**src/rtl/tced_pkg.sv**
```systemverilog
package tced_pkg;

	localparam int FLOOR_W = 4;

	typedef enum logic [1:0] {
		FN_HALL  = 2'd0,
		FN_CABIN = 2'd1,
		FN_REACH = 2'd2,
		FN_TICK  = 2'd3
	} func_t;

	typedef enum logic [1:0] {
		KIND_ACCEPT = 2'd0,
		KIND_CMD    = 2'd1,
		KIND_CLEAR  = 2'd2,
		KIND_IGNORE = 2'd3
	} kind_t;

	typedef enum logic [1:0] {
		CMD_FREE = 2'd0,
		CMD_UP   = 2'd1,
		CMD_DOWN = 2'd2,
		CMD_STOP = 2'd3
	} cmd_t;

	typedef enum logic [1:0] {
		HEAD_STAND = 2'd0,
		HEAD_UP    = 2'd1,
		HEAD_DOWN  = 2'd2
	} head_t;

	typedef enum logic [2:0] {
		MODE_FREE     = 3'd0,
		MODE_HALL     = 3'd1,
		MODE_CABIN    = 3'd2,
		MODE_REACHED  = 3'd3,
		MODE_MANAGING = 3'd4
	} mode_t;

	// controller to datapath
	typedef struct packed {
		logic load;      // latch input beat
		logic clr_scan;  // restart per-car scan
		logic scan_step; // examine one floor
		logic next_car;  // advance car index for scan
		logic commit;    // apply the item and build result(s)
		logic emit;      // present result
	} dp_cmd_t;

	// datapath to controller
	typedef struct packed {
		logic is_tick;
		logic scan_done;  // last floor of current car examined
		logic car_last;   // current car is the last car
	} dp_sts_t;

endpackage

```
**src/rtl/tced_if.sv**
```systemverilog
interface tced_in_if;
	logic       valid;
	logic       ready;
	logic [1:0] func;
	logic [3:0] floor;
	logic       call_up;
	logic       car;
	modport source (output valid, func, floor, call_up, car, input ready);
	modport sink (input valid, func, floor, call_up, car, output ready);
endinterface

interface tced_out_if;
	logic       valid;
	logic       ready;
	logic [1:0] kind;
	logic       car_index;
	logic [3:0] floor_index;
	logic [1:0] command;
	logic       hall_lamp_up;
	logic       all_free;
	logic       last;
	modport source (output valid, kind, car_index, floor_index, command, hall_lamp_up,
		all_free, last, input ready);
	modport sink (input valid, kind, car_index, floor_index, command, hall_lamp_up,
		all_free, last, output ready);
endinterface

```
**src/rtl/tced_ctrl.sv**
```systemverilog
module tced_ctrl (
	input  logic              clk,
	input  logic              arst_n,
	input  logic              in_valid,
	output logic              in_ready,
	output logic              out_valid,
	input  logic              out_ready,
	input  logic              res_last,
	input  tced_pkg::dp_sts_t sts,
	output tced_pkg::dp_cmd_t cmd
);
	typedef enum logic [4:0] {
		ST_IDLE   = 5'b00001,
		ST_SCAN   = 5'b00010,
		ST_COMMIT = 5'b00100,
		ST_OUT    = 5'b01000,
		ST_NEXT   = 5'b10000
	} state_t;

	state_t state_q, state_d;

	assign in_ready  = (state_q == ST_IDLE);
	assign out_valid = (state_q == ST_OUT);

	// sequencing: scan floors per car, then commit, then deliver beat(s)
	always_comb begin
		state_d = state_q;
		cmd = '0;
		case (state_q)
			ST_IDLE: begin
				if (in_valid) begin
					cmd.load = 1'b1;
					state_d = ST_SCAN;
				end
			end
			ST_SCAN: begin
				cmd.scan_step = 1'b1;
				if (sts.scan_done) begin
					if (sts.car_last) begin
						state_d = ST_COMMIT;
					end else begin
						cmd.next_car = 1'b1;
					end
				end
			end
			ST_COMMIT: begin
				cmd.commit = 1'b1;
				state_d = ST_OUT;
			end
			ST_OUT: begin
				if (out_ready) begin
					cmd.emit = 1'b1;
					state_d = res_last ? ST_IDLE : ST_NEXT;
				end
			end
			ST_NEXT: begin
				state_d = ST_OUT;
			end
			default: state_d = ST_IDLE;
		endcase
	end

	always_ff @(posedge clk or negedge arst_n) begin
		if (!arst_n) begin
			state_q <= ST_IDLE;
		end else begin
			state_q <= state_d;
		end
	end
endmodule

```
**src/rtl/tced_dp.sv**
```systemverilog
module tced_dp #(
	parameter int FLOORS      = 16,
	parameter int CARS        = 2,
	parameter int START_INDEX = 0
) (
	input  logic              clk,
	input  logic              arst_n,
	input  tced_pkg::dp_cmd_t cmd,
	output tced_pkg::dp_sts_t sts,
	input  logic [1:0]        in_func,
	input  logic [3:0]        in_floor,
	input  logic              in_call_up,
	input  logic              in_car,
	output logic [1:0]        kind,
	output logic              car_index,
	output logic [3:0]        floor_index,
	output logic [1:0]        command,
	output logic              hall_lamp_up,
	output logic              all_free,
	output logic              last
);
	localparam int FW = (FLOORS > 1) ? $clog2(FLOORS) : 1;
	localparam int CW = (CARS > 1) ? $clog2(CARS) : 1;
	localparam int NW = $clog2(FLOORS + 2);
	localparam int START = (START_INDEX > FLOORS - 1) ? FLOORS - 1 : START_INDEX;
	localparam int DW = FW + 2;

	// car state
	logic [FW-1:0]     pos_q  [CARS];
	logic [1:0]        head_q [CARS];
	logic [FLOORS-1:0] pend_q [CARS];
	tced_pkg::mode_t   mode_q;

	// latched item
	logic [1:0] func_q;
	logic [3:0] floor_q;
	logic       up_q;
	logic       car_q;

	// scan state, per car results
	logic [CW-1:0] sc_q;
	logic [FW-1:0] sf_q;
	logic [NW-1:0] cnt_q  [CARS];
	logic          tgt_v_q [CARS];
	logic [FW-1:0] tgt_q  [CARS];
	logic [DW-1:0] bestd_q [CARS];
	logic          fwd_v_q [CARS];
	logic [FW-1:0] fwd_q  [CARS];
	logic          bwd_v_q [CARS];
	logic [FW-1:0] bwd_q  [CARS];
	logic          ahead_q [CARS];

	// results
	logic [1:0]    r_kind_q  [CARS];
	logic [CW-1:0] r_car_q   [CARS];
	logic [3:0]    r_floor_q [CARS];
	logic [1:0]    r_cmd_q   [CARS];
	logic          r_lamp_q  [CARS];
	logic          r_free_q;
	logic [CW-1:0] nres_q;
	logic [CW-1:0] ridx_q;

	logic is_tick;
	assign is_tick = (func_q == tced_pkg::FN_TICK);

	assign sts.is_tick   = is_tick;
	assign sts.scan_done = (sf_q == FW'(FLOORS - 1));
	assign sts.car_last  = (sc_q == CW'(CARS - 1));

	// current scan element
	logic          cur_pend;
	logic [FW-1:0] cpos;
	logic [1:0]    chead;
	logic [DW-1:0] fdiff;
	assign cpos     = pos_q[sc_q];
	assign chead    = head_q[sc_q];
	assign cur_pend = pend_q[sc_q][sf_q];
	assign fdiff    = (cpos > sf_q) ? DW'(cpos - sf_q) : DW'(sf_q - cpos);

	// floor out of range on the narrow input
	logic floor_bad;
	logic car_bad;
	assign floor_bad = ({1'b0, floor_q} >= 5'(FLOORS > 31 ? 31 : FLOORS)) &&
		(FLOORS < 16);
	assign car_bad   = ({1'b0, car_q} >= 2'(CARS > 2 ? 2 : CARS));

	// scan target: nearest for standing cars, else forward hit then backward hit
	logic          sel_v [CARS];
	logic [FW-1:0] sel_t [CARS];
	always_comb begin
		for (int c = 0; c < CARS; c++) begin
			if (head_q[c] == tced_pkg::HEAD_STAND) begin
				sel_v[c] = tgt_v_q[c];
				sel_t[c] = tgt_q[c];
			end else begin
				sel_v[c] = fwd_v_q[c] | bwd_v_q[c];
				sel_t[c] = fwd_v_q[c] ? fwd_q[c] : bwd_q[c];
			end
		end
	end

	// hall call choice (combinational over cars, independent elements)
	logic [CW-1:0] h_chosen;
	always_comb begin
		logic [DW-1:0] mind;
		logic [NW-1:0] minn;
		logic [DW-1:0] hop;
		logic [1:0]    need;
		logic          found;
		h_chosen = '0;
		mind = DW'(FLOORS + 1);
		minn = NW'(FLOORS);
		found = 1'b0;
		for (int c = 0; c < CARS; c++) begin
			hop = ({2'b0, floor_q[FW-1:0]} > {2'b0, pos_q[c]}) ?
				DW'(floor_q[FW-1:0] - pos_q[c]) : DW'(pos_q[c] - floor_q[FW-1:0]);
			need = (floor_q[FW-1:0] == pos_q[c]) ? tced_pkg::HEAD_STAND :
				((floor_q[FW-1:0] < pos_q[c]) ? tced_pkg::HEAD_DOWN : tced_pkg::HEAD_UP);
			if (head_q[c] == tced_pkg::HEAD_STAND || (need == head_q[c] &&
				(up_q ? tced_pkg::HEAD_UP : tced_pkg::HEAD_DOWN) == head_q[c])) begin
				if (hop < mind) begin
					mind = hop;
					h_chosen = CW'(c);
					found = 1'b1;
				end
			end
		end
		if (!found) begin
			for (int c = 0; c < CARS; c++) begin
				if (cnt_q[c] < minn) begin
					minn = cnt_q[c];
					h_chosen = CW'(c);
				end
			end
		end
	end

	always_ff @(posedge clk or negedge arst_n) begin
		if (!arst_n) begin
			for (int c = 0; c < CARS; c++) begin
				pos_q[c]  <= FW'(START);
				head_q[c] <= tced_pkg::HEAD_STAND;
				pend_q[c] <= '0;
			end
			mode_q <= tced_pkg::MODE_FREE;
		end else if (cmd.commit) begin
			if (is_tick) begin
				logic nf;
				nf = 1'b1;
				for (int c = 0; c < CARS; c++) begin
					if (!sel_v[c]) begin
						head_q[c] <= tced_pkg::HEAD_STAND;
					end else if (sel_t[c] > pos_q[c]) begin
						head_q[c] <= tced_pkg::HEAD_UP;
						pos_q[c]  <= pos_q[c] + 1'b1;
						nf = 1'b0;
					end else if (sel_t[c] < pos_q[c]) begin
						head_q[c] <= tced_pkg::HEAD_DOWN;
						pos_q[c]  <= pos_q[c] - 1'b1;
						nf = 1'b0;
					end else begin
						nf = 1'b0;
						if (head_q[c] == tced_pkg::HEAD_STAND) begin
							head_q[c] <= tced_pkg::HEAD_STAND;
						end else if (!ahead_q[c]) begin
							head_q[c] <= (head_q[c] == tced_pkg::HEAD_UP) ?
								tced_pkg::HEAD_DOWN : tced_pkg::HEAD_UP;
						end
					end
				end
				mode_q <= nf ? tced_pkg::MODE_FREE : tced_pkg::MODE_MANAGING;
			end else if (floor_bad) begin
				mode_q <= mode_q;
			end else if (func_q == tced_pkg::FN_HALL) begin
				mode_q <= tced_pkg::MODE_HALL;
				pend_q[h_chosen][floor_q[FW-1:0]] <= 1'b1;
			end else if (car_bad) begin
				mode_q <= mode_q;
			end else if (func_q == tced_pkg::FN_CABIN) begin
				mode_q <= tced_pkg::MODE_CABIN;
				pend_q[CW'(car_q)][floor_q[FW-1:0]] <= 1'b1;
			end else if (mode_q == tced_pkg::MODE_CABIN || mode_q == tced_pkg::MODE_HALL ||
				mode_q == tced_pkg::MODE_MANAGING) begin
				mode_q <= tced_pkg::MODE_REACHED;
				pend_q[CW'(car_q)][floor_q[FW-1:0]] <= 1'b0;
			end
		end
	end

	// item latch, floor scan and result registers
	always_ff @(posedge clk or negedge arst_n) begin
		if (!arst_n) begin
			sc_q   <= '0;
			sf_q   <= '0;
			ridx_q <= '0;
			nres_q <= '0;
		end else begin
			if (cmd.load) begin
				func_q  <= in_func;
				floor_q <= in_floor;
				up_q    <= in_call_up;
				car_q   <= in_car;
				sc_q    <= '0;
				sf_q    <= '0;
				ridx_q  <= '0;
			end
			if (cmd.scan_step) begin
				logic fv;
				logic bv;
				logic av;
				fv = (sf_q == '0) ? 1'b0 : fwd_v_q[sc_q];
				bv = (sf_q == '0) ? 1'b0 : bwd_v_q[sc_q];
				av = (sf_q == '0) ? 1'b0 : ahead_q[sc_q];
				// one floor per cycle: count, nearest, forward and backward hits
				if (sf_q == '0) begin
					cnt_q[sc_q]   <= NW'(cur_pend);
					tgt_v_q[sc_q] <= cur_pend;
					tgt_q[sc_q]   <= '0;
					bestd_q[sc_q] <= cur_pend ? fdiff : DW'(FLOORS);
				end else begin
					cnt_q[sc_q] <= cnt_q[sc_q] + NW'(cur_pend);
					if (cur_pend && fdiff < bestd_q[sc_q]) begin
						bestd_q[sc_q] <= fdiff;
						tgt_q[sc_q]   <= sf_q;
						tgt_v_q[sc_q] <= 1'b1;
					end
				end
				if (cur_pend) begin
					if (chead == tced_pkg::HEAD_UP) begin
						// first pending at or above, last pending below
						if (sf_q >= cpos && !fv) begin
							fv = 1'b1;
							fwd_q[sc_q] <= sf_q;
						end
						if (sf_q < cpos) begin
							bv = 1'b1;
							bwd_q[sc_q] <= sf_q;
						end
						if (sf_q > cpos) begin
							av = 1'b1;
						end
					end else if (chead == tced_pkg::HEAD_DOWN) begin
						// last pending at or below, first pending above
						if (sf_q <= cpos) begin
							fv = 1'b1;
							fwd_q[sc_q] <= sf_q;
						end
						if (sf_q > cpos && !bv) begin
							bv = 1'b1;
							bwd_q[sc_q] <= sf_q;
						end
						if (sf_q < cpos) begin
							av = 1'b1;
						end
					end
				end
				fwd_v_q[sc_q] <= fv;
				bwd_v_q[sc_q] <= bv;
				ahead_q[sc_q] <= av;
				sf_q <= (sf_q == FW'(FLOORS - 1)) ? '0 : sf_q + 1'b1;
			end
			if (cmd.next_car) begin
				sc_q <= sc_q + 1'b1;
			end
			if (cmd.commit) begin
				logic nf;
				logic [1:0] cm;
				logic [FW-1:0] np;
				logic [1:0] rk;
				logic [CW-1:0] rc;
				logic [3:0] rf;
				logic rl;
				nf = 1'b1;
				for (int c = 0; c < CARS; c++) begin
					rk = tced_pkg::KIND_IGNORE;
					rc = '0;
					rf = '0;
					cm = tced_pkg::CMD_FREE;
					rl = 1'b0;
					np = pos_q[c];
					if (is_tick) begin
						if (!sel_v[c]) begin
							cm = tced_pkg::CMD_FREE;
						end else if (sel_t[c] > pos_q[c]) begin
							cm = tced_pkg::CMD_UP;
							np = pos_q[c] + 1'b1;
							nf = 1'b0;
						end else if (sel_t[c] < pos_q[c]) begin
							cm = tced_pkg::CMD_DOWN;
							np = pos_q[c] - 1'b1;
							nf = 1'b0;
						end else begin
							cm = tced_pkg::CMD_STOP;
							nf = 1'b0;
						end
						rk = tced_pkg::KIND_CMD;
						rc = CW'(c);
						rf = 4'(np);
					end else if (c == 0) begin
						if (floor_bad) begin
							rk = tced_pkg::KIND_IGNORE;
						end else if (func_q == tced_pkg::FN_HALL) begin
							rk = tced_pkg::KIND_ACCEPT;
							rc = h_chosen;
							rf = floor_q;
							rl = up_q;
						end else if (car_bad) begin
							rk = tced_pkg::KIND_IGNORE;
						end else if (func_q == tced_pkg::FN_CABIN) begin
							rk = tced_pkg::KIND_ACCEPT;
							rc = CW'(car_q);
							rf = floor_q;
						end else if (mode_q == tced_pkg::MODE_CABIN ||
							mode_q == tced_pkg::MODE_HALL ||
							mode_q == tced_pkg::MODE_MANAGING) begin
							rk = tced_pkg::KIND_CLEAR;
							rc = CW'(car_q);
							rf = floor_q;
							rl = (head_q[CW'(car_q)] == tced_pkg::HEAD_UP);
						end
					end
					r_kind_q[c]  <= rk;
					r_car_q[c]   <= rc;
					r_floor_q[c] <= rf;
					r_cmd_q[c]   <= cm;
					r_lamp_q[c]  <= rl;
				end
				r_free_q <= is_tick & nf;
				nres_q   <= is_tick ? CW'(CARS - 1) : '0;
			end
			if (cmd.emit) begin
				ridx_q <= ridx_q + 1'b1;
			end
		end
	end

	// output mux
	logic          o_last;
	assign o_last = (ridx_q == nres_q);
	assign kind         = r_kind_q[ridx_q];
	assign car_index    = 1'(r_car_q[ridx_q]);
	assign floor_index  = r_floor_q[ridx_q];
	assign command      = r_cmd_q[ridx_q];
	assign hall_lamp_up = r_lamp_q[ridx_q];
	assign all_free     = o_last & r_free_q & is_tick;
	assign last         = o_last;
endmodule

```
**src/rtl/two_car_elevator_dispatch.sv**
```systemverilog
// channel | dir | beat contents
// in      | in  | func, floor, call_up, car
// out     | out | kind, car_index, floor_index, command, hall_lamp_up, all_free, last
//
// each item: accept, a scan of every floor of every car (one floor of one car per
// cycle), commit, then the first beat; each further result passes through ST_NEXT
// before its beat; a tick gives one result per car, any other item a single result
// reset (arst_n low) puts every car at the start floor, standing, none pending
// a stalled output beat holds until taken; no new item enters meanwhile
module two_car_elevator_dispatch #(
	parameter int FLOORS      = 16,
	parameter int CARS        = 2,
	parameter int START_INDEX = 0
) (
	input logic       clk,
	input logic       arst_n,
	tced_in_if.sink   in_ch,
	tced_out_if.source out_ch
);
	tced_pkg::dp_cmd_t cmd;
	tced_pkg::dp_sts_t sts;

	tced_ctrl u_ctrl (
		.clk       (clk),
		.arst_n    (arst_n),
		.in_valid  (in_ch.valid),
		.in_ready  (in_ch.ready),
		.out_valid (out_ch.valid),
		.out_ready (out_ch.ready),
		.res_last  (out_ch.last),
		.sts       (sts),
		.cmd       (cmd)
	);

	tced_dp #(
		.FLOORS      (FLOORS),
		.CARS        (CARS),
		.START_INDEX (START_INDEX)
	) u_dp (
		.clk          (clk),
		.arst_n       (arst_n),
		.cmd          (cmd),
		.sts          (sts),
		.in_func      (in_ch.func),
		.in_floor     (in_ch.floor),
		.in_call_up   (in_ch.call_up),
		.in_car       (in_ch.car),
		.kind         (out_ch.kind),
		.car_index    (out_ch.car_index),
		.floor_index  (out_ch.floor_index),
		.command      (out_ch.command),
		.hall_lamp_up (out_ch.hall_lamp_up),
		.all_free     (out_ch.all_free),
		.last         (out_ch.last)
	);
endmodule

```
**src/flat_wrapper.sv**
```systemverilog
// flat-port wrapper written by rule: the top's interface ports become plain ports
module two_car_elevator_dispatch_flat 
#(
	parameter int FLOORS      = 16,
	parameter int CARS        = 2,
	parameter int START_INDEX = 0
)
  (clk, arst_n, in_ch_valid, in_ch_func, in_ch_floor, in_ch_call_up, in_ch_car, in_ch_ready, out_ch_valid, out_ch_kind, out_ch_car_index, out_ch_floor_index, out_ch_command, out_ch_hall_lamp_up, out_ch_all_free, out_ch_last, out_ch_ready);
  tced_in_if in_ch_i ();
  tced_out_if out_ch_i ();
  input logic clk;
  input logic arst_n;
  input wire logic [$bits(in_ch_i.valid)-1:0] in_ch_valid;
  input wire logic [$bits(in_ch_i.func)-1:0] in_ch_func;
  input wire logic [$bits(in_ch_i.floor)-1:0] in_ch_floor;
  input wire logic [$bits(in_ch_i.call_up)-1:0] in_ch_call_up;
  input wire logic [$bits(in_ch_i.car)-1:0] in_ch_car;
  output wire logic [$bits(in_ch_i.ready)-1:0] in_ch_ready;
  output wire logic [$bits(out_ch_i.valid)-1:0] out_ch_valid;
  output wire logic [$bits(out_ch_i.kind)-1:0] out_ch_kind;
  output wire logic [$bits(out_ch_i.car_index)-1:0] out_ch_car_index;
  output wire logic [$bits(out_ch_i.floor_index)-1:0] out_ch_floor_index;
  output wire logic [$bits(out_ch_i.command)-1:0] out_ch_command;
  output wire logic [$bits(out_ch_i.hall_lamp_up)-1:0] out_ch_hall_lamp_up;
  output wire logic [$bits(out_ch_i.all_free)-1:0] out_ch_all_free;
  output wire logic [$bits(out_ch_i.last)-1:0] out_ch_last;
  input wire logic [$bits(out_ch_i.ready)-1:0] out_ch_ready;
  assign in_ch_i.valid = in_ch_valid;
  assign in_ch_i.func = in_ch_func;
  assign in_ch_i.floor = in_ch_floor;
  assign in_ch_i.call_up = in_ch_call_up;
  assign in_ch_i.car = in_ch_car;
  assign in_ch_ready = in_ch_i.ready;
  assign out_ch_valid = out_ch_i.valid;
  assign out_ch_kind = out_ch_i.kind;
  assign out_ch_car_index = out_ch_i.car_index;
  assign out_ch_floor_index = out_ch_i.floor_index;
  assign out_ch_command = out_ch_i.command;
  assign out_ch_hall_lamp_up = out_ch_i.hall_lamp_up;
  assign out_ch_all_free = out_ch_i.all_free;
  assign out_ch_last = out_ch_i.last;
  assign out_ch_i.ready = out_ch_ready;
  two_car_elevator_dispatch #(.FLOORS(FLOORS), .CARS(CARS), .START_INDEX(START_INDEX)) u_core (.clk(clk), .arst_n(arst_n), .in_ch(in_ch_i), .out_ch(out_ch_i));
endmodule
```
**config.mk**
```make
export PLATFORM = sky130hd
export DESIGN_NAME = two_car_elevator_dispatch_flat
export DESIGN_NICKNAME = d
export VERILOG_FILES = /design/src/rtl/tced_pkg.sv /design/src/rtl/tced_if.sv /design/src/rtl/tced_ctrl.sv /design/src/rtl/tced_dp.sv /design/src/rtl/two_car_elevator_dispatch.sv /design/src/flat_wrapper.sv
export SDC_FILE = /design/constraint.sdc
export NUM_CORES = 1
export LEC_CHECK = 0
export BUFFER_PORTS_ARGS = -buffer_cell sky130_fd_sc_hd__buf_2
export CAP_MARGIN = 20
export CORE_MARGIN = 3
export CORE_UTILIZATION = 45
export CTS_BUF_LIST = sky130_fd_sc_hd__clkbuf_4 sky130_fd_sc_hd__clkbuf_8 sky130_fd_sc_hd__clkbuf_16
export CTS_CLUSTER_SIZE = 16
export DETAILED_ROUTE_END_ITERATION = 10
export PLACE_DENSITY = 0.67
export SLEW_MARGIN = 30
export SYNTH_ARGS = -nofsm -noshare
export SYNTH_HDL_FRONTEND = slang
export SYNTH_SLANG_ARGS = --single-unit
```
**constraint.sdc**
```tcl
create_clock -name clk -period 4.7 [get_ports clk]
set_clock_uncertainty 0.1 [all_clocks]
set_input_delay 0.94 -clock clk [delete_from_list [all_inputs] [get_ports clk]]
set_output_delay 0.94 -clock clk [all_outputs]
set_load 0.005 [all_outputs]
```
==> PnR_summary.wiki, run 1 <==
{| class="wikitable"
! Metric !! Value
|-
| Outcome || completed
|-
| Number of rows created at floorplan || 50
|-
| Internal Pwr Total || 3.41 mW
|-
| Sum of routed wire length over all layers || 22,400 um
|-
| Post-layout instance area || roughly 9800 sq um
|-
| Portion of total power attributed to combinational logic || 47.2%
|-
| Number of search-and-repair iterations in the first detailed-routing pass || 6
|-
| Clk slew on worst S/H paths || 0.07 ns
|-
| Power spent charging and discharging nets || 2.39 mW
|-
| Yosys cell types || approximately 70
|-
| Number of nets in the synthesized netlist || 936
|-
| Post-detailed-route count of antenna-violating nets || 0
|-
| Sequential cell fraction of total power || 28.9%
|-
| # setup viols final || 0
|-
| Overflow left after global routing || 0
|-
| Minimum clock period || 4.46 ns
|-
| Sort of element at the end of the critical path || flip-flop
|-
| Gates resized, CTS repair || 0
|-
| Total inserted antenna cells || 0
|-
| Ys Warns || 0
|-
| Startpoint-to-endpoint class of the critical path || flip-flop to flip-flop
|-
| Clock insertion delay at the later pin of the skew report || 0.44 ns
|-
| Count of buffers inserted at the top-level ports || 25
|-
| Drt drc || 0
|-
| Post-DR wirelength/cell || around 19 um
|-
| Share of the synthesized area in the top cell type || 27.7%
|-
| Clock root buffer || sky130_fd_sc_hd__clkbuf_16
|-
| All-Layer GR Usage || 21.3%
|-
| Routability congestion estimate from global placement || 0.869
|-
| Slew Limit Fails || 0
|-
| Ports || 26
|-
| Area of the mapped netlist || 8780 sq um
|-
| Initial cell density of the core || 46.3%
|-
| Vias in the first global route || between 6,000 and 7,000
|-
| Pin count of the biggest net entering global routing || a little over 60
|-
| Number of hold buffers added after cts || 0
|-
| Register-to-Register Path Depth || 16
|-
| Final-layout fill cell count || 1,675
|-
| Register-to-register setup slack || 0.24 ns
|-
| Power per cell area || 590 nW/um^2
|-
| Vias || 6,843
|-
| Period utilization || a little over nine tenths
|-
| Max rail drop VDD || ~310 uV
|-
| Chip height || 146 um
|-
| Number of max-cap violations || 0
|-
| Violation count after the first detailed-routing iteration || 637
|-
| Final design utilization || 51.9%
|-
| Sequential cell area || slightly below 4000 sq um
|-
| Syn avg cell area || 10.2 sq um
|-
| Remaining max-slew budget at the tightest pin || 39.3%
|-
| Max FO, Critical Path || 6
|-
| Startpoint class of the critical path || flip-flop
|-
| Horizontal extent of the die || 146 um
|-
| Most common library cell in the layout ignoring fill and taps || sky130_fd_sc_hd__nand2_1
|-
| Area added between synthesis and finish || 12.0%
|-
| Maximum count of clock buffers along a single path || 2
|-
| Worst-margin pin slew || 0.911 ns
|-
| Total core area || 19,000 sq um
|-
| Area used by multi-input combinational logic || between 4000 and 5000 sq um
|-
| Number of nets at the end of the flow || ~960
|-
| Number of levels the H-tree was split into || 4
|-
| Post-synthesis sequential element count || 140
|-
| Sequential share of the synthesized area || 44.5%
|-
| Layout cell share with drive strength beyond 1 || 13.9%
|-
| Number of instances in the synthesized netlist || between 800 and 900
|-
| Reg2Reg Capture Point || u_core.u_dp.bestd_q[1][5]
|-
| CTS buffer count || 17
|-
| Hold Crit Depth || 2
|-
| EDFF count, synth || around 80
|-
| Antenna violations before repair || 0
|-
| Cell Area, Placed || between 9000 and 10,000 sq um
|-
| Leading area contributor after synthesis || sky130_fd_sc_hd__edfxtp_1
|-
| Number of hold-slack violations in the final timing report || 0
|-
| Clock Sink Count || 140
|-
| Top cells by area, synth || sky130_fd_sc_hd__edfxtp_1, sky130_fd_sc_hd__dfrtp_1, sky130_fd_sc_hd__ha_1
|-
| Reg-to-reg startpoint || u_core.u_dp.pos_q[5]
|-
| Net switching fraction of the power || 41.2%
|-
| Highest achievable clock rate || 0.224 GHz
|-
| Clock network power share || 24.0%
|-
| Most frequent cells in the layout || sky130_fd_sc_hd__nand2_1, sky130_fd_sc_hd__edfxtp_1, sky130_fd_sc_hd__nor2_1, sky130_fd_sc_hd__a21oi_1, sky130_fd_sc_hd__dfrtp_1
|-
| Critical path arrival || 4.50 ns
|-
| Predominant post-synthesis flop cell || sky130_fd_sc_hd__edfxtp_1
|-
| Class of the tightest hold or removal check || flip-flop to flip-flop
|-
| End point of the worst hold path || u_core.u_dp.nres_q
|-
| HPWL after detailed placement || around 16,000 um
|-
| Die Footprint || 21,200 sq um
|-
| Hold Path Origin || u_core.u_dp.nres_q
|-
| Setup repair after global routing missed its margin || false
|-
| Ys async rst share || 42.1%
|-
| Static Leakage || ~4 nW
|-
| TritonCTS clock tree || built
|-
| First-pass GRT wire length || 35,900 um
|-
| Worst Path Required || 4.74 ns
|-
| Vias per cell || 5.90
|-
| Post CTS Setup Buffer Count || 0
|}
==> metal layers <==
metal	vias up	global-route usage [%]	share of wire, %
met3	48	4.24	6.9
li1	3213	-	-
met5	-	0	0
met2	280	31.8	45
met4	0	7.93	2.6
met1	3302	30.7	45
==> cells in the mapped netlist, drive strengths merged (2+ instances only) <==
| master | n |
|---|---|
| nor4 | 5 |
| xnor2 | 21 |
| a21o | 20 |
| ha | 56 |
| o21a | 9 |
| and3 | 5 |
| edfxtp | 81 |
| mux2 | 17 |
| o32ai | 2 |
| nor3 | 31 |
| nand2 | 82 |
| a211oi | 4 |
| a21boi | 4 |
| nand4 | 19 |
| clkbuf | 27 |
| o31ai | 4 |
| buf | 13 |
| xor2 | 3 |
| a21oi | 64 |
| fa | 6 |
| or3 | 5 |
| mux2i | 41 |
| nand2b | 10 |
| nand3b | 4 |
| o41ai | 7 |
| nand3 | 14 |
| dfrtp | 58 |
| mux4 | 4 |
| a22oi | 3 |
| nor2b | 15 |
| o221a | 16 |
| o22ai | 18 |
| o2bb2ai | 2 |
| nor2 | 69 |
| o211ai | 5 |
| o21ai | 54 |
| inv | 43 |
| and2 | 5 |
| nor3b | 2 |
| or2 | 4 |
==> worst max path at each step <==
stage | startpoint | endpoint | slack (ns) | depth (start not counted)
5_1_grt | u_core.u_dp.pos_q[5] | u_core.u_dp.bestd_q[1][5] | 0.02 | 16
6_report | u_core.u_dp.pos_q[5] | u_core.u_dp.bestd_q[1][5] | 0.24 | 16
2_1_floorplan | u_core.u_dp.sc_q | u_core.u_dp.bestd_q[1][0] | -0.05 | 18
4_1_cts | u_core.u_dp.pos_q[5] | u_core.u_dp.bestd_q[1][5] | 0.31 | 16
3_5_place_dp | u_core.u_dp.pos_q[5] | u_core.u_dp.bestd_q[1][1] | 0.45 | 16
3_3_place_gp | u_core.u_dp.pos_q[5] | u_core.u_dp.bestd_q[1][1] | 0.54 | 16
==> through the flow <==
stage	hold WS, ns	setup slack (ns)	setup TNS [ns]	total power, mW	instances
finish	0.410	0.240	0	5.81	1160
detailed placement	0.391	0.447	0	4.38	1128
global placement	0.381	0.544	0	4.33	1128
CTS	0.405	0.311	0	5.79	1160
floorplan	0.365	-0.0511	-1.08	3.68	862
global route	0.415	0.0207	0	6.21	1160
==> final cells by class <==
| cell class | count | area share (%) |
|---|---|---|
| multi-input combinational | 639 | 46.1 |
| sequential | 140 | 39.8 |
| clock buffer | 22 | 5.24 |
| tap | 260 | 3.31 |
| timing repair buffer | 46 | 2.88 |
| inverter | 43 | 1.64 |
| clock inverter | 10 | 1.04 |
==> power groups by stage <==
stage	clock, mW	sequential [mW]	combinational [mW]
after floorplan	0	1.61	2.07
after global placement	0	1.69	2.64
after detailed placement	0	1.69	2.69
final	1.39	1.68	2.74
after CTS	1.40	1.67	2.72
after global routing	1.46	1.69	3.06
==> critical path, stage by stage, from the launching register on <==
cell and delay [ns]:
sky130_fd_sc_hd__dfrtp_1 0.37, sky130_fd_sc_hd__inv_1 0.15, sky130_fd_sc_hd__o21a_1 0.24, sky130_fd_sc_hd__inv_1 0.10, sky130_fd_sc_hd__ha_1 0.32, sky130_fd_sc_hd__nor2b_1 0.16
sky130_fd_sc_hd__o21ai_0 0.26, sky130_fd_sc_hd__a21boi_0 0.20, sky130_fd_sc_hd__o21ai_1 0.32, sky130_fd_sc_hd__mux2_2 0.39, sky130_fd_sc_hd__ha_1 0.29, sky130_fd_sc_hd__a21o_1 0.15
sky130_fd_sc_hd__a21oi_1 0.21, sky130_fd_sc_hd__o21ai_1 0.09, sky130_fd_sc_hd__a211o_1 0.42, sky130_fd_sc_hd__a21oi_2 0.21, sky130_fd_sc_hd__buf_4 0.18
==> cells by family after synthesis <==
family                   synth area share (%)
AND/OR/NAND/NOR                          15.2
AO/OA/AOI/OAI                            16.7
flip-flops                               44.5
buffers and inverters                    3.95
multiplexers                             7.88
adder cells (fa/ha/maj)                  9.35
XOR/XNOR                                 2.39
No activity file was read; power rests on OpenSTA's default activity.
==> inputs of run 2 (changes only) <==
--- a/config.mk
+++ b/config.mk
@@ -5,6 +5,7 @@
 export SDC_FILE = /design/constraint.sdc
 export NUM_CORES = 1
 export LEC_CHECK = 0
+export ABC_AREA = 1
 export BUFFER_PORTS_ARGS = -buffer_cell sky130_fd_sc_hd__buf_2
 export CAP_MARGIN = 20
 export CORE_MARGIN = 3
==> PnR_summary.wiki, run 2 <==
{| class="wikitable"
! Metric !! Value
|-
| Post-detailed-route count of antenna-violating nets || 0
|-
| Reg-to-reg startpoint || u_core.u_dp.pos_q[1]
|-
| Sort of element at the end of the critical path || flip-flop
|-
| Yosys cell types || 54
|-
| Max rail drop VDD || 323 uV
|-
| Ys async rst share || 42.1%
|-
| Setup repair after global routing missed its margin || false
|-
| Portion of total power attributed to combinational logic || 51.8%
|-
| Ys Warns || 0
|-
| Initial cell density of the core || 46.0%
|-
| EDFF count, synth || 81
|-
| Startpoint class of the critical path || flip-flop
|-
| Final design utilization || 51.2%
|-
| Total placed cells including tap cells || 1,473
|-
| Most frequent cells in the layout || sky130_fd_sc_hd__nand2_1, sky130_fd_sc_hd__inv_1, sky130_fd_sc_hd__nor2_1, sky130_fd_sc_hd__o21ai_0, sky130_fd_sc_hd__edfxtp_1
|-
| Layout Cells excl Fill || about 1,500
|-
| Final setup slack of the worst path || 0.473 ns
|-
| Maximum count of clock buffers along a single path || 2
|-
| Count of buffers inserted at the top-level ports || 25
|-
| Number of instances in the synthesized netlist || ~1,200
|-
| Number of hold buffers added after cts || 0
|-
| Die Footprint || 22,500 sq um
|-
| All-Layer GR Usage || 21.6%
|-
| Area of the mapped netlist || just over 9000 sq um
|-
| Power spent charging and discharging nets || 3.09 mW
|-
| Post-DR wirelength/cell || 15.5 um
|-
| Top cells by area, synth || sky130_fd_sc_hd__edfxtp_1, sky130_fd_sc_hd__dfrtp_1, sky130_fd_sc_hd__nand2_1
|-
| Period utilization || between 80% and 90%
|-
| Post-placement worst setup slack || 0.450 ns
|-
| Post-synthesis sequential element count || 140
|-
| # setup viols final || 0
|-
| Cell Area, Placed || 9750 sq um
|-
| CTS buffer count || 17
|-
| Class of the tightest hold or removal check || flip-flop to flip-flop
|-
| Startpoint of the worst setup timing path || u_core.u_dp.pos_q[1]
|-
| Clock Sink Count || 140
|-
| Predominant post-synthesis flop cell || sky130_fd_sc_hd__edfxtp_1
|-
| Sum of routed wire length over all layers || 23,400 um
|-
| Critical path arrival || 4.26 ns
|-
| Sequential cell area || 3910 sq um
|-
| Slew Limit Fails || 0
|-
| Most frequent cell after synthesis || sky130_fd_sc_hd__nand2_1
|-
| Number of hold-slack violations in the final timing report || 0
|-
| Horizontal extent of the die || 150 um
|-
| Post CTS Setup Buffer Count || 0
|-
| Power per cell area || between 600 and 700 nW/um^2
|-
| Post-layout instance area || 10,400 sq um
|-
| Antenna violations before repair || 0
|-
| Total inserted antenna cells || 0
|-
| Overflow left after global routing || 0
|-
| Number of levels the H-tree was split into || 4
|-
| Area used by multi-input combinational logic || around 4500 sq um
|-
| Layout cell share with drive strength beyond 1 || 10.4%
|-
| Leading area contributor after synthesis || sky130_fd_sc_hd__edfxtp_1
|-
| Number of rows created at floorplan || 52
|-
| Startpoint-to-endpoint class of the critical path || flip-flop to flip-flop
|-
| Internal Pwr Total || 3.73 mW
|-
| First-pass GRT wire length || 38,300 um
|-
| Clock insertion delay at the later pin of the skew report || between 0.4 and 0.5 ns
|-
| Ports || 26
|-
| Violation count after the first detailed-routing iteration || 770
|-
| Sequential share of the synthesized area || 41.9%
|-
| Total negative slack || 0 ns
|-
| Routability congestion estimate from global placement || around 0.9
|-
| Hold Path Origin || u_core.u_dp.mode_q[0]
|-
| Chip height || between 150 and 200 um
|-
| Number of max-cap violations || 0
|-
| Top cells by count, synth || sky130_fd_sc_hd__nand2_1, sky130_fd_sc_hd__inv_1, sky130_fd_sc_hd__nor2_1
|-
| Area added between synthesis and finish || 11.2%
|-
| Syn avg cell area || roughly 7.8 sq um
|-
| Minimum clock period || 4.23 ns
|-
| Total core area || ~20,000 sq um
|-
| Number of search-and-repair iterations in the first detailed-routing pass || 5
|-
| Most common library cell in the layout ignoring fill and taps || sky130_fd_sc_hd__nand2_1
|-
| Vias in the first global route || 7,430
|-
| Final-layout fill cell count || 1,925
|-
| Remaining max-slew budget at the tightest pin || 36.4%
|-
| Max FO, Critical Path || 8
|-
| Highest achievable clock rate || 0.237 GHz
|-
| Worst-margin pin slew || 0.954 ns
|-
| Clk slew on worst S/H paths || 0.07 ns
|-
| Static Leakage || 4.88 nW
|-
| TritonCTS clock tree || built
|-
| Share of the synthesized area in the top cell type || between 20% and 30%
|-
| Vias || 7,892
|-
| Sequential cell fraction of total power || 26.6%
|-
| Drt drc || 0
|-
| Number of nets in the synthesized netlist || 1,268
|-
| Clock network power share || 21.6%
|-
| Clock root buffer || sky130_fd_sc_hd__clkbuf_16
|-
| Worst Path Required || approximately 4.7 ns
|-
| Pin count of the biggest net entering global routing || 60
|-
| HPWL after detailed placement || approximately 17,000 um
|-
| Number of nets at the end of the flow || roughly 1,300
|-
| Net switching fraction of the power || between 40% and 50%
|-
| Outcome || completed
|-
| Vias per cell || 5.24
|-
| Gates resized, CTS repair || 0
|}
[run 2: cell count changes in the layout (fill, tap and decap cells not counted), sizes merged, moves of 16 or more]
cell / delta
a21o: -19
mux2: -16
mux2i: -33
nor3: -20
nand3: +23
o21ai: +57
nand2: +226
inv: +154
o221a: -16
nor2: +63
[run 2: area by class of cell]
| class | count | share of cell area, % |
|---|---|---|
| clock buffer | 19 | 4.36 |
| timing repair buffer | 42 | 2.43 |
| inverter | 197 | 7.12 |
| multi-input combinational | 824 | 43.4 |
| tap | 270 | 3.25 |
| sequential | 140 | 37.6 |
| clock inverter | 13 | 1.81 |
[run 2: path summary, 6_finish.rpt]
| kind | endpoint | slack [ns] | cells after the start |
|---|---|---|---|
| max in group asynchronous | u_core.u_dp.sf_q[1] | 3.19 | 2 |
| worst max-delay path | u_core.u_dp.bestd_q[1][5] | 0.47 | 22 |
| worst min register to register | u_core.u_dp.mode_q[0] | 0.41 | 2 |
| worst max register to register | u_core.u_dp.bestd_q[1][5] | 0.47 | 22 |
| min in group asynchronous | async pin | 0.75 | 2 |
| worst min-delay path | u_core.u_dp.mode_q[0] | 0.41 | 2 |
[run 2: logic make-up after synthesis]
| family | Yosys count | share of synthesized area [%] |
|---|---|---|
| AO/OA/AOI/OAI | 232 | 14.6 |
| XOR/XNOR | 14 | 1.31 |
| adder cells (fa/ha/maj) | 62 | 8.79 |
| buffers and inverters | 230 | 9.88 |
| flip-flops | 140 | 41.9 |
| multiplexers | 9 | 0.978 |
| AND/OR/NAND/NOR | 507 | 22.6 |
[run 2: routing by layer]
metal	share of wire [%]	track usage, %
met1	45	29.5
met2	47	35.5
met3	5.3	3.51
met4	2.2	6.68
met5	0	0
[run 2: worst max-delay path, cell delays in order (launching register included)]
cell,delay [ns]
sky130_fd_sc_hd__dfrtp_1,0.45
sky130_fd_sc_hd__inv_1,0.26
sky130_fd_sc_hd__nand2_1,0.08
sky130_fd_sc_hd__o21ai_1,0.23
sky130_fd_sc_hd__inv_1,0.15
sky130_fd_sc_hd__ha_1,0.32
sky130_fd_sc_hd__nand2_1,0.06
sky130_fd_sc_hd__o21ai_0,0.24
sky130_fd_sc_hd__nand2_1,0.08
sky130_fd_sc_hd__nand2_1,0.08
sky130_fd_sc_hd__nand2_1,0.13
sky130_fd_sc_hd__o21ai_0,0.22
sky130_fd_sc_hd__xor2_1,0.21
sky130_fd_sc_hd__inv_1,0.07
sky130_fd_sc_hd__ha_1,0.28
sky130_fd_sc_hd__nand2_1,0.06
sky130_fd_sc_hd__o21ai_0,0.07
sky130_fd_sc_hd__o21ai_0,0.18
sky130_fd_sc_hd__nand2_1,0.07
sky130_fd_sc_hd__nand2_1,0.06
sky130_fd_sc_hd__nand2_1,0.13
sky130_fd_sc_hd__a21oi_1,0.20
sky130_fd_sc_hd__buf_4,0.19
[run 2: power by group through the flow]
| stage | clock network [mW] | logic [mW] | registers (mW) |
|---|---|---|---|
| final | 1.47 | 3.53 | 1.81 |
| after global routing | 1.54 | 4.04 | 1.84 |
| after CTS | 1.48 | 3.51 | 1.81 |
| after detailed placement | 0 | 3.48 | 1.83 |
| after global placement | 0 | 3.44 | 1.82 |
| after floorplan | 0 | 2.69 | 1.77 |
[run 2: through the flow]
stage,power (mW),hold WS [ns]
3_3_place_gp,5.26,0.390
5_1_grt,7.41,0.428
4_1_cts,6.80,0.409
6_report,6.81,0.406
2_1_floorplan,4.47,0.371
3_5_place_dp,5.31,0.395
==> inputs of run 3 (changes only) <==
--- a/config.mk
+++ b/config.mk
@@ -6,7 +6,7 @@
 export NUM_CORES = 1
 export LEC_CHECK = 0
 export ABC_AREA = 1
-export BUFFER_PORTS_ARGS = -buffer_cell sky130_fd_sc_hd__buf_2
+export BUFFER_PORTS_ARGS = -buffer_cell sky130_fd_sc_hd__clkbuf_2
 export CAP_MARGIN = 20
 export CORE_MARGIN = 3
 export CORE_UTILIZATION = 45
==> constraint.sdc (replaced) <==
create_clock -name clk -period 3.62 [get_ports clk]
set_clock_uncertainty 0.1 [all_clocks]
set_input_delay 0.724 -clock clk [delete_from_list [all_inputs] [get_ports clk]]
set_output_delay 0.724 -clock clk [all_outputs]
set_load 0.005 [all_outputs]
==> PnR_summary.wiki, run 3 (synthesis results as in run 2) <==
{| class="wikitable"
! Metric !! Value
|-
| Outcome || completed
|-
| Max FO, Critical Path || 6
|-
| Number of nets at the end of the flow || 1,341
|-
| Sort of element at the end of the critical path || flip-flop
|-
| Power spent charging and discharging nets || 4.41 mW
|-
| Vias in the first global route || roughly 7,700
|-
| Total placed cells including tap cells || 1,502
|-
| Period utilization || 95.5%
|-
| Routed length on met3 || 1030 um
|-
| Top cell family by delay on the critical path || simple AND/OR/NAND/NOR gates
|-
| First-pass GRT wire length || 38,800 um
|-
| Cell with the biggest individual delay on the critical path || sky130_fd_sc_hd__dfrtp_2
|-
| Layout cell share with drive strength beyond 1 || 16.3%
|-
| Area added between synthesis and finish || 18.1%
|-
| Cell repeated most along the worst path || sky130_fd_sc_hd__nand2_1
|-
| Overflow left after global routing || 0
|-
| Post-DR wirelength/cell || 16.1 um
|-
| Register-to-register setup slack || 0.16 ns
|-
| Post-detailed-route count of antenna-violating nets || 0
|-
| Portion of total power attributed to combinational logic || 56.8%
|-
| Worst path max stage delay || about 0.43 ns
|-
| Total inserted antenna cells || 0
|-
| Clock network power share || 19.8%
|-
| Total core area || 20,300 sq um
|-
| Total negative slack || 0 ns
|-
| Minimum clock period || 3.46 ns
|-
| Clk slew on worst S/H paths || 0.06 ns
|-
| Most common library cell in the layout ignoring fill and taps || sky130_fd_sc_hd__nand2_1
|-
| Startpoint of the worst setup timing path || u_core.u_dp.sc_q
|-
| Worst Path Required || between 3 and 4 ns
|-
| Highest achievable clock rate || 0.289 GHz
|-
| Number of hold-slack violations in the final timing report || 0
|-
| Die Footprint || 22,500 sq um
|-
| Internal Pwr Total || roughly 5.4 mW
|-
| HPWL after detailed placement || 18,000 um
|-
| Length of routed met2 wiring || 11,900 um
|-
| Final setup slack of the worst path || 0.164 ns
|-
| Static Leakage || about 5.2 nW
|-
| Highest signal layer in the routed design || met4
|-
| Setup repair after global routing missed its margin || true
|-
| Violation count after the first detailed-routing iteration || 710
|-
| Critical path arrival || 3.49 ns
|-
| # setup viols final || 0
|-
| Worst setup path end || u_core.u_dp.tgt_v_q[1]
|-
| Clock Sink Count || 140
|-
| Ports || 26
|-
| Clock insertion delay at the later pin of the skew report || 0.42 ns
|-
| Vias per cell || between 5 and 6
|-
| CP Depth || 21
|-
| Max rail drop VDD || approximately 410 uV
|-
| Vias || roughly 8,000
|-
| Horizontal extent of the die || 150 um
|-
| Number of hold buffers added after cts || 0
|-
| Startpoint-to-endpoint class of the critical path || flip-flop to flip-flop
|-
| Register-to-Register Path Depth || 21
|-
| Count of buffer and inverter cells on the critical path || 5
|-
| Net switching fraction of the power || 44.8%
|-
| Power per cell area || ~900 nW/um^2
|-
| Worst-margin pin slew || 0.832 ns
|-
| Sequential cell fraction of total power || a little under a quarter
|-
| Sum of routed wire length over all layers || 24,900 um
|-
| Maximum count of clock buffers along a single path || 2
|-
| CTS buffer count || 17
|-
| Reg-to-reg startpoint || u_core.u_dp.sc_q
|-
| Pin count of the biggest net entering global routing || 60
|-
| Drt drc || 0
|-
| Chip height || between 150 and 200 um
|-
| Count of buffers inserted at the top-level ports || 25
|-
| Wire length on met1 || roughly 11,000 um
|-
| Routability congestion estimate from global placement || slightly above 0.9
|-
| Startpoint class of the critical path || flip-flop
|-
| Most frequent cells in the layout || sky130_fd_sc_hd__nand2_1, sky130_fd_sc_hd__inv_1, sky130_fd_sc_hd__nor2_1, sky130_fd_sc_hd__o21ai_0, sky130_fd_sc_hd__edfxtp_1
|-
| Reg2Reg Capture Point || u_core.u_dp.tgt_v_q[1]
|-
| Number of rows created at floorplan || 52
|-
| Number of max-cap violations || 0
|-
| Initial cell density of the core || 46.0%
|-
| Clock root buffer || sky130_fd_sc_hd__clkbuf_16
|-
| Remaining max-slew budget at the tightest pin || 44.5%
|-
| Slew Limit Fails || 0
|-
| Number of search-and-repair iterations in the first detailed-routing pass || 5
|-
| Layout Cells excl Fill || 1,550
|-
| TritonCTS clock tree || built
|-
| Antenna violations before repair || 0
|-
| Post-layout power || 9.84 mW
|-
| Cell-by-cell listing of the critical path || buf_4 > nand2_1 > o21ai_2 > inv_1 > ha_4 > nand2_1 > inv_1 > nand3_1 > buf_4 > nand3_1 > nand2_1 > xor2_2 > ha_1 > nand2_1 > o21ai_1 > o21ai_1 > nand2_1 > nand2_2 > nand2_4 > a21oi_4 > clkbuf_16
|-
| Class of the tightest hold or removal check || primary input to flip-flop
|-
| Number of levels the H-tree was split into || 4
|-
| All-Layer GR Usage || 22.0%
|-
| Post-placement worst setup slack || -0.0249 ns
|}
run 3: power by group through the flow:
stage	sequential [mW]	clock, mW	combinational, mW
after floorplan	2.30	0	3.63
after global placement	2.32	0	4.97
after detailed placement	2.33	0	5.05
after CTS	2.30	1.96	5.09
after global routing	2.34	2.03	6.26
final	2.31	1.95	5.59
run 3: per-stage QoR:
stage                     hold WS [ns]  util, %  area [sq um]
after global placement           0.397     49.5         10000
after detailed placement         0.397     49.5         10000
after floorplan                  0.328        -          9450
after CTS                        0.364     52.9         10700
after global routing             0.367     54.4         11000
final                            0.376     54.4         11000
run 3: layer usage:
| layer | GRT usage (%) | vias up |
|---|---|---|
| li1 | - | 4019 |
| met1 | 29.2 | 3853 |
| met2 | 35.8 | 198 |
| met3 | 3.42 | 46 |
| met4 | 9.65 | 0 |
| met5 | 0 | - |
run 3: cell type report:
type,instances,area (sq um)
fill,1879,9270
sequential,140,3910
timing repair buffer,85,634
clock inverter,6,91.3
multi-input combinational,826,4740
inverter,197,739
tap,270,338
clock buffer,26,577
run 3: repair_timing:
| item | CTS | global route |
|---|---|---|
| cloned | 0 | 3 |
| endpoints found under the setup margin | 22 | 55 |
| pin swaps | 2 | 16 |
| buffers inserted | 1 | 12 |
| gates resized for setup | 0 | 33 |
run 3: worst min path at each step:
stage	start	end	slack (ns)	cells after the start
global placement	u_core.u_dp.nres_q	u_core.u_dp.nres_q	0.40	2
detailed placement	u_core.u_dp.nres_q	u_core.u_dp.nres_q	0.40	2
floorplan	arst_n	async pin	0.33	0
CTS	in_ch_func[0]	u_core.u_dp.func_q[0]	0.36	1
finish	in_ch_car	u_core.u_dp.car_q	0.38	1
global route	in_ch_car	u_core.u_dp.car_q	0.37	1
